File: src/fpmt_pkg.sv
// Package: shared types and a constant for the truncated fp32 multiplier.
package fpmt_pkg;

  localparam int unsigned ExpBias = 127;

  // stage 1 -> stage 2: partial products and exponent info
  typedef struct packed {
    logic        sign;
    logic        zero_in;
    logic        exp_zero;
    logic [8:0]  exp_sum;     // ea + eb
    logic [25:0] p_hh;        // 13x13
    logic [23:0] p_hl;        // 13x11
    logic [23:0] p_lh;        // 11x13
  } s1_t;

  // stage 2 -> stage 3: summed mantissa and base exponent
  typedef struct packed {
    logic        sign;
    logic        zero_in;
    logic signed [9:0] exp_base;
    logic [26:0] msum;
  } s2_t;

endpackage

File: src/fpmt_mult.sv
// Stage 1: operand split, partial products, sign, zero flags and exponent sum.
module fpmt_mult (
  input  logic             [31:0] operand_a,
  input  logic             [31:0] operand_b,
  output fpmt_pkg::s1_t           s1
);
  logic [12:0] a_hi, b_hi;
  logic [10:0] a_lo, b_lo;
  logic [7:0]  ea, eb;

  always_comb begin
    a_hi = {1'b1, operand_a[22:11]};
    b_hi = {1'b1, operand_b[22:11]};
    a_lo = operand_a[10:0];
    b_lo = operand_b[10:0];
    ea = operand_a[30:23];
    eb = operand_b[30:23];
    s1.sign = operand_a[31] ^ operand_b[31];
    s1.zero_in = (operand_a[30:0] == 31'd0) || (operand_b[30:0] == 31'd0);
    s1.exp_zero = (ea == 8'd0) || (eb == 8'd0);
    s1.exp_sum = {1'b0, ea} + {1'b0, eb};
    s1.p_hh = a_hi * b_hi;
    s1.p_hl = a_hi * {2'b00, b_lo};
    s1.p_lh = {2'b00, a_lo} * b_hi;
  end
endmodule

File: src/fpmt_sum.sv
// Stage 2: partial product sum and base exponent.
module fpmt_sum (
  input  fpmt_pkg::s1_t s1,
  output fpmt_pkg::s2_t s2
);
  always_comb begin
    s2.sign = s1.sign;
    s2.zero_in = s1.zero_in;
    s2.exp_base = s1.exp_zero ? 10'sd0 :
                  $signed({1'b0, s1.exp_sum}) - 10'(fpmt_pkg::ExpBias);
    s2.msum = {1'b0, s1.p_hh} + {14'd0, s1.p_hl[23:11]} +
              {14'd0, s1.p_lh[23:11]} + 27'd2;
  end
endmodule

File: src/fpmt_norm.sv
// Stage 3: normalize, range check, pack.
module fpmt_norm (
  input  fpmt_pkg::s2_t        s2,
  output logic          [31:0] product
);
  logic signed [9:0] e;
  logic [22:0] frac;
  always_comb begin
    if (s2.msum[25]) begin
      e = s2.exp_base + 10'sd1;
      frac = s2.msum[24:2];
    end else begin
      e = s2.exp_base;
      frac = s2.msum[23:1];
    end
    if (s2.zero_in || e < 10'sd0 || e > 10'sd255) begin
      product = {s2.sign, 31'd0};
    end else begin
      product = {s2.sign, e[7:0], frac};
    end
  end
endmodule

File: src/fp32_multiply_truncated.sv
// Top level: three-stage truncated fp32 multiplier pipeline.
//  channel | valid     | stall     | payload
//  in      | in_valid  | in_stall  | operand_a, operand_b
//  out     | out_valid | out_stall | product
// One transaction per cycle while out_stall is low; registered after multiply, sum and normalize.
// Reset clears the stage valid bits only.
// A stage advances when it is empty or the stage after it advances; out_stall
// freezes the full pipe, bubbles are squeezed out.
module fp32_multiply_truncated (
  input  logic        clk,
  input  logic        rst,
  input  logic        in_valid,
  output logic        in_stall,
  input  logic [31:0] operand_a,
  input  logic [31:0] operand_b,
  output logic        out_valid,
  input  logic        out_stall,
  output logic [31:0] product
);
  fpmt_pkg::s1_t s1_c, s1;
  fpmt_pkg::s2_t s2_c, s2;
  logic [31:0] prod_c;
  logic v1, v2, v3;
  logic adv1, adv2, adv3;

  fpmt_mult u_mult (.operand_a(operand_a), .operand_b(operand_b), .s1(s1_c));
  fpmt_sum  u_sum  (.s1(s1), .s2(s2_c));
  fpmt_norm u_norm (.s2(s2), .product(prod_c));

  assign adv3 = !v3 || !out_stall;
  assign adv2 = !v2 || adv3;
  assign adv1 = !v1 || adv2;
  assign in_stall = !adv1;
  assign out_valid = v3;

  always_ff @(posedge clk) begin
    if (rst) begin
      v1 <= 1'b0;
      v2 <= 1'b0;
      v3 <= 1'b0;
    end else begin
      if (adv1) v1 <= in_valid;
      if (adv2) v2 <= v1;
      if (adv3) v3 <= v2;
    end
    if (adv1 && in_valid) s1 <= s1_c;
    if (adv2 && v1) s2 <= s2_c;
    if (adv3 && v2) product <= prod_c;
  end

  a_hold: assert property (@(posedge clk) disable iff (rst)
    out_valid && out_stall |=> out_valid && $stable(product))
    else $error("result changed under stall");
  a_nostall: assert property (@(posedge clk) disable iff (rst)
    !out_stall |-> !in_stall)
    else $error("input stalled with free output");
  a_flow: assert property (@(posedge clk) disable iff (rst)
    v2 && !v3 |=> v3)
    else $error("stage 2 item lost");
endmodule
File: config.mk
export PLATFORM = sky130hd
export DESIGN_NAME = fp32_multiply_truncated
export DESIGN_NICKNAME = d
export VERILOG_FILES = /design/src/fpmt_pkg.sv /design/src/fpmt_mult.sv /design/src/fpmt_sum.sv /design/src/fpmt_norm.sv /design/src/fp32_multiply_truncated.sv
export SDC_FILE = /design/constraint.sdc
export NUM_CORES = 1
export LEC_CHECK = 0
export ABC_AREA = 1
export BUFFER_PORTS_ARGS = -buffer_cell sky130_fd_sc_hd__buf_4
export CORE_MARGIN = 8
export CORE_UTILIZATION = 45
export DETAILED_ROUTE_END_ITERATION = 6
export PLACE_DENSITY = 0.72
export SYNTH_ARGS = -nofsm -noshare
export SYNTH_HDL_FRONTEND = slang
export SYNTH_SLANG_ARGS = --single-unit
File: constraint.sdc
create_clock -name clk -period 4.8 [get_ports clk]
set_input_delay 0.24 -clock clk [delete_from_list [all_inputs] [get_ports clk]]
set_output_delay 0.24 -clock clk [all_outputs]
set_load 0.03 [all_outputs]
## Yosys cells after proc, flatten, opt, wreduce, memory -nomap -nowiden

Cells that the tools add are included.

| word-level totals | value |
|---|---|
| word-level logic and storage cells | 49 |
| flip-flop bits (word level) | 159 |
| output and inout port bits | 34 |

| cells by class | value |
|---|---|
| $add $sub $neg | 6 |
| bitwise logic cells | 1 |
| multipliers | 3 |
| reduce and logical (&&, ||, !) cells | 19 |
| mux-type cells | 2 |
| order comparisons | 2 |

Operators by type and width:

| kind | count |
|---|---|
| $logic_not A31 Y1 | 2 |
| $add A26 B13 Y26 | 2 |
| $add A26 B2 Y26 const B | 1 |
| $mul A13 B13 Y26 | 1 |
| $mul A11 B13 Y24 | 1 |
| $mul A13 B11 Y24 | 1 |
| $mux W23 | 1 |
| $logic_not A8 Y1 | 2 |
| $add A10 B2 Y10 const B | 1 |
| $gt A10 B9 Y1 const B | 1 |
| $lt A10 B1 Y1 const B | 1 |
| $mux W10 | 1 |
| $sub A9 B7 Y10 const B | 1 |
| $add A8 B8 Y9 | 1 |
| $logic_or A1 B1 Y1 | 7 |
| $logic_not A1 Y1 | 5 |
| $logic_and A1 B1 Y1 | 3 |
| $xor A1 B1 Y1 | 1 |

## Longest topological paths before layout

| depth | value |
|---|---|
| word-level depth | 5 |
| mapped depth | 24 |
| gate-level depth less buffers | 22 |

## Modules after synthesis

From an unflattened synthesis, not the netlist that was laid out.

| unflattened totals | value |
|---|---|
| cells, all modules | 3090 |
| area total of the unflattened synthesis | 24210.7 sq um |

Modules (own cells, without submodules):

| module | instances | area each (sq um) | cells an instance | seq. area each (sq um) |
|---|---|---|---|---|
| fpmt_mult | 1 | 16648.5 | 2434 | 0.0 |
| fp32_multiply_truncated | 1 | 4843.4 | 175 | 4774.6 |
| fpmt_sum | 1 | 2011.9 | 383 | 0.0 |
| fpmt_norm | 1 | 706.9 | 98 | 0.0 |

## Least setup slack after synthesis

OpenSTA, ideal clock, no wires.

| path | value |
|---|---|
| path kind | in2reg |
| start | input port operand_a[16] |
| end | register s1[64] (netlist name) |
| library setup time | 0.252 ns |
| buffers on the path | 2 |
| slack | 0.019 ns |
| arrival | 4.528 ns |
| stages on the path | 19 |
| required time | 4.548 ns |
| cell sequence | clkbuf_1 > clkbuf_1 > nand2_1 > fa_1 > fa_1 > inv_1 > fa_1 > inv_1 > fa_1 > fa_1 > inv_1 > ha_1 > nand2_1 > o21ai_0 > nor2_1 > o21ai_0 > nand2_1 > nand3_1 > nand2_1 |

RTL lines:

| item | RTL line | source |
|---|---|---|
| from (decl) | fp32_multiply_truncated.sv:14 | `input logic [31:0] operand_a,` |

==> impl_metrics.py <==
metrics = {
    "detailed_routing": {
        "post_drt_wl_per_cell_um": 14.95,
        "route.antenna.remaining_nets": 0,
        "iter_0_drt_violations": 1072,
        "dr_total_vias": 17157,
        "first_pass_iters": 5,
        "route.final.wire_length_mm": 52.52,
        "post-route-drc-count": 0,
        "via_density_per_instance": 4.882,
    },
    "power_and_ir_drop": {
        "net_load_switching_power_mw": 8.936,
        "seq_power_share": 0.144,
        "intPower_mw": 8.583,
        "p_leak_nw": 13.79,
        "clock_share_of_power": 0.079,
        "power_density_mw_per_mm2": 701.2,
        "finalPower_mw": 17.52,
        "ir_drop_uv": 485.3,
        "p_sw_frac": 0.5101,
        "comb_power_share": 0.778,
    },
    "cts": {
        "cts_made_buffers": 17,
        "tritoncts": "built",
        "post_cts_hold_buffer_count": 1,
        "post_cts_resized": 0,
        "cts.root.buffer_cell": "sky130_fd_sc_hd__clkbuf_16",
        "clock_latency_ns": 0.41,
        "cts_num_sinks": 136,
        "htree_num_levels": 4,
        "post-cts-setup-buffer-count": 0,
        "cts.path.max_buffers": 2,
        "clkSlewWorstSetupHoldPaths_ns": 0.06,
    },
    "floorplan": {
        "height_of_the_die_um": 237.5,
        "core.rowCount": 81,
        "core_region_area_mm2": 0.04865,
        "floorplan.die_area_mm2": 0.05642,
        "die_w_um": 237.5,
        "io-pin-count": 102,
        "initial_util": 0.4540,
    },
    "outcome": {
        "status": "finished clean",
    },
    "hold_path": {
        "min-delay-start": "in_valid",
        "hold_class": "primary input to register",
        "whs_endpoint": "v1",
        "holdPathStages": 3,
    },
    "yosys": {
        "postSynth.topFlopCell": "sky130_fd_sc_hd__edfxtp_1",
        "ys_seq_area_frac": 0.1836,
        "netlist_area_mm2": 0.02208,
        "synth_async_sr_flop_share": 0,
        "synth.ff_latch_count": 136,
        "syn_inst": 2710,
        "synth_edf_count": 133,
        "synth.distinct_cells": 35,
        "synthesized_netlist_net_count": 3319,
        "synth-warning-count": 0,
        "avgSynthCellArea_um2": 8.149,
    },
    "placement": {
        "rd_place_congestion": 0.9335,
        "dpl_cell_area_mm2": 0.02434,
        "dp.final_hpwl_mm": 44.02,
        "portBuffers": 101,
    },
    "layout": {
        "most-common-layout-cells": "sky130_fd_sc_hd__inv_1, sky130_fd_sc_hd__nand2_1, sky130_fd_sc_hd__fa_1, sky130_fd_sc_hd__buf_4, sky130_fd_sc_hd__ha_1",
        "count_of_fill_cells_added_during_filler_insertion": 4486,
        "syn2layout_area_growth_pct": 13.13,
        "most_frequent_standard_cell_in_the_layout_excluding_fill_and_tap_cells": "sky130_fd_sc_hd__inv_1",
        "fin_nets": 3486,
        "finalInstanceArea_mm2": 0.02498,
        "drive_above_1_share": 0.1048,
    },
    "job": {
        "drv.max_cap_violation_count": 0,
    },
    "sta": {
        "final.period_utilization": 0.9403,
        "maxClockFrequency_ghz": 0.2216,
        "tightestPinTransition_ns": 1.174,
        "final_period_minus_worst_setup_slack_ns": 4.514,
        "timing.slew.headroom": 0.2101,
        "whs_ns": 0.04858,
        "setup_repair_after_global_routing_missed_its_margin": "no",
        "fin_worst_skew_ns": 0.01685,
        "final_max_slew_violation_count": 0,
        "setup_viol": 0,
        "timing.final.hold_violations": 0,
    },
    "critical_path": {
        "worst_r2r_endpoint": "s2[20]",
        "path_class": "primary input to register",
        "endpoint_kind": "register",
        "worstPathArrival_ns": 4.68,
        "critPathSlowestCell": "sky130_fd_sc_hd__fa_1",
        "timing.critical_path.cells": "buf_4 > nand2_1 > inv_1 > fa_1 > inv_1 > fa_1 > inv_1 > fa_1 > fa_1 > inv_1 > fa_1 > inv_1 > ha_1 > a21oi_1 > o21ai_0 > a21oi_1 > inv_1 > nand2_1 > nand3_1 > nand2_1 > nand2_1",
        "cp_data_required_time_ns": 4.96,
        "timing.critical_path.mode_cell": "sky130_fd_sc_hd__inv_1",
        "cpPeakStageDelay_ns": 0.54,
        "critical_path.reg2reg.startpoint": "s1[38]",
        "reg2reg_depth": 9,
        "timing.critical_path.fanout_max": 19,
        "startpoint_type": "primary input",
        "regToRegSetupSlack_ns": 2.25,
    },
    "global_route": {
        "globalRouteTotalUtil": 0.1894,
        "grt_first_pass_wirelength_mm": 87.51,
        "first_global_vias": 17485,
        "grt_start_max_net_pins": 65,
        "overflow": 0,
        "antenna_violations_before_repair": 2,
    },
}
[worst max-delay path by stage]
stage | from | endpoint | slack [ns]
final | operand_a[16] | s1[73] | 0.29
after global routing | operand_a[16] | s1[73] | 0.04
after CTS | operand_b[17] | s1[73] | 0.30
after detailed placement | operand_b[17] | s1[73] | -0.13
after global placement | operand_b[17] | s1[73] | -0.05
after floorplan | operand_a[16] | s1[64] | 0.02
[cells in the mapped netlist, types with 3 or more instances]
| library cell | number | area share |
|---|---|---|
| sky130_fd_sc_hd__inv_1 | 714 | 0.12 |
| sky130_fd_sc_hd__nand2_1 | 674 | 0.11 |
| sky130_fd_sc_hd__fa_1 | 329 | 0.30 |
| sky130_fd_sc_hd__ha_1 | 212 | 0.12 |
| sky130_fd_sc_hd__edfxtp_1 | 133 | 0.18 |
| sky130_fd_sc_hd__a21oi_1 | 116 | 0.026 |
| sky130_fd_sc_hd__nor2_1 | 109 | 0.019 |
| sky130_fd_sc_hd__clkbuf_1 | 79 | 0.013 |
| sky130_fd_sc_hd__o21ai_0 | 69 | 0.016 |
| sky130_fd_sc_hd__nand3_1 | 58 | 0.013 |
| sky130_fd_sc_hd__xor2_1 | 49 | 0.019 |
| sky130_fd_sc_hd__nor3_2 | 30 | 0.014 |
| sky130_fd_sc_hd__nor3_1 | 29 | 0.0066 |
| sky130_fd_sc_hd__nand4_1 | 22 | 0.0062 |
| sky130_fd_sc_hd__xnor2_1 | 20 | 0.0079 |
| sky130_fd_sc_hd__nor4_1 | 17 | 0.0048 |
| sky130_fd_sc_hd__o21a_1 | 6 | 0.0020 |
| sky130_fd_sc_hd__a21boi_0 | 5 | 0.0017 |
| sky130_fd_sc_hd__a21o_1 | 4 | 0.0014 |
| sky130_fd_sc_hd__o211ai_1 | 4 | 0.0014 |
| sky130_fd_sc_hd__and2_1 | 3 | 0.00085 |
| sky130_fd_sc_hd__buf_4 | 3 | 0.0010 |
| sky130_fd_sc_hd__buf_6 | 3 | 0.0015 |
| sky130_fd_sc_hd__dfxtp_1 | 3 | 0.0027 |
| sky130_fd_sc_hd__nand3b_1 | 3 | 0.0010 |
[metal layers]
metal	wire length (um)	vias to the layer above	part of all wire	global-route usage
met1	23450	8157	0.45	0.2524
li1	-	8482	-	-
met3	3167	47	0.060	0.02942
met4	773	0	0.015	0.03576
met5	0	-	0	0
met2	25130	471	0.48	0.3266
[per-stage QoR]
| stage | setup TNS (ns) | utilization | std cells | setup WS [ns] |
|---|---|---|---|---|
| global placement | -0.1253 | 0.5003 | 3479 | -0.04773 |
| CTS | 0 | 0.5135 | 3512 | 0.2952 |
| floorplan | 0 | - | 2710 | 0.01946 |
| detailed placement | -0.4285 | 0.5003 | 3479 | -0.1264 |
| finish | 0 | 0.5136 | 3514 | 0.2864 |
| global route | 0 | 0.5136 | 3514 | 0.04372 |
[state kept, by name (all words and copies together), names as in the netlist]
name,flops
out_valid,1
v1,1
product,32
s1,64
v2,1
s2,37
[logic make-up after synthesis]
family / share of synthesized area
and+or+nand+nor: 0.1814
AOI/OAI and AO/OA: 0.05020
muxes: 0.0009065
adders and majority gates: 0.4183
DFF: 0.1836
xor gates and xnor gates: 0.02810
buffers and inverters: 0.1375
[critical path, delay by kind of cell]
family | cells | cell delay [ns]
adders and majority gates | 6 | 2.88
buffers and inverters | 7 | 0.53
and+or+nand+nor | 5 | 0.34
AOI/OAI and AO/OA | 3 | 0.68
[area by class of cell]
class                      count  area (um^2)  share of cell area
inverter                     714         2680              0.1073
clock buffer                  17        425.4             0.01703
sequential                   136         4054              0.1623
clock inverter                15        207.7            0.008313
antenna                        2        5.005           0.0002003
timing repair buffer         234         1809             0.07242
tap                          622        778.2             0.03115
multi-input combinational   1774        15020              0.6014
[power by group through the flow]
stage          combinational (mW)  sequential, mW  clock, mW
2_1_floorplan                9.09            2.45          0
3_3_place_gp                 13.4            2.54          0
3_5_place_dp                 13.4            2.55          0
4_1_cts                      13.5            2.53       1.40
5_1_grt                      15.5            2.55       1.46
6_report                     13.6            2.52       1.38
(Power assumes the default switching activity.)
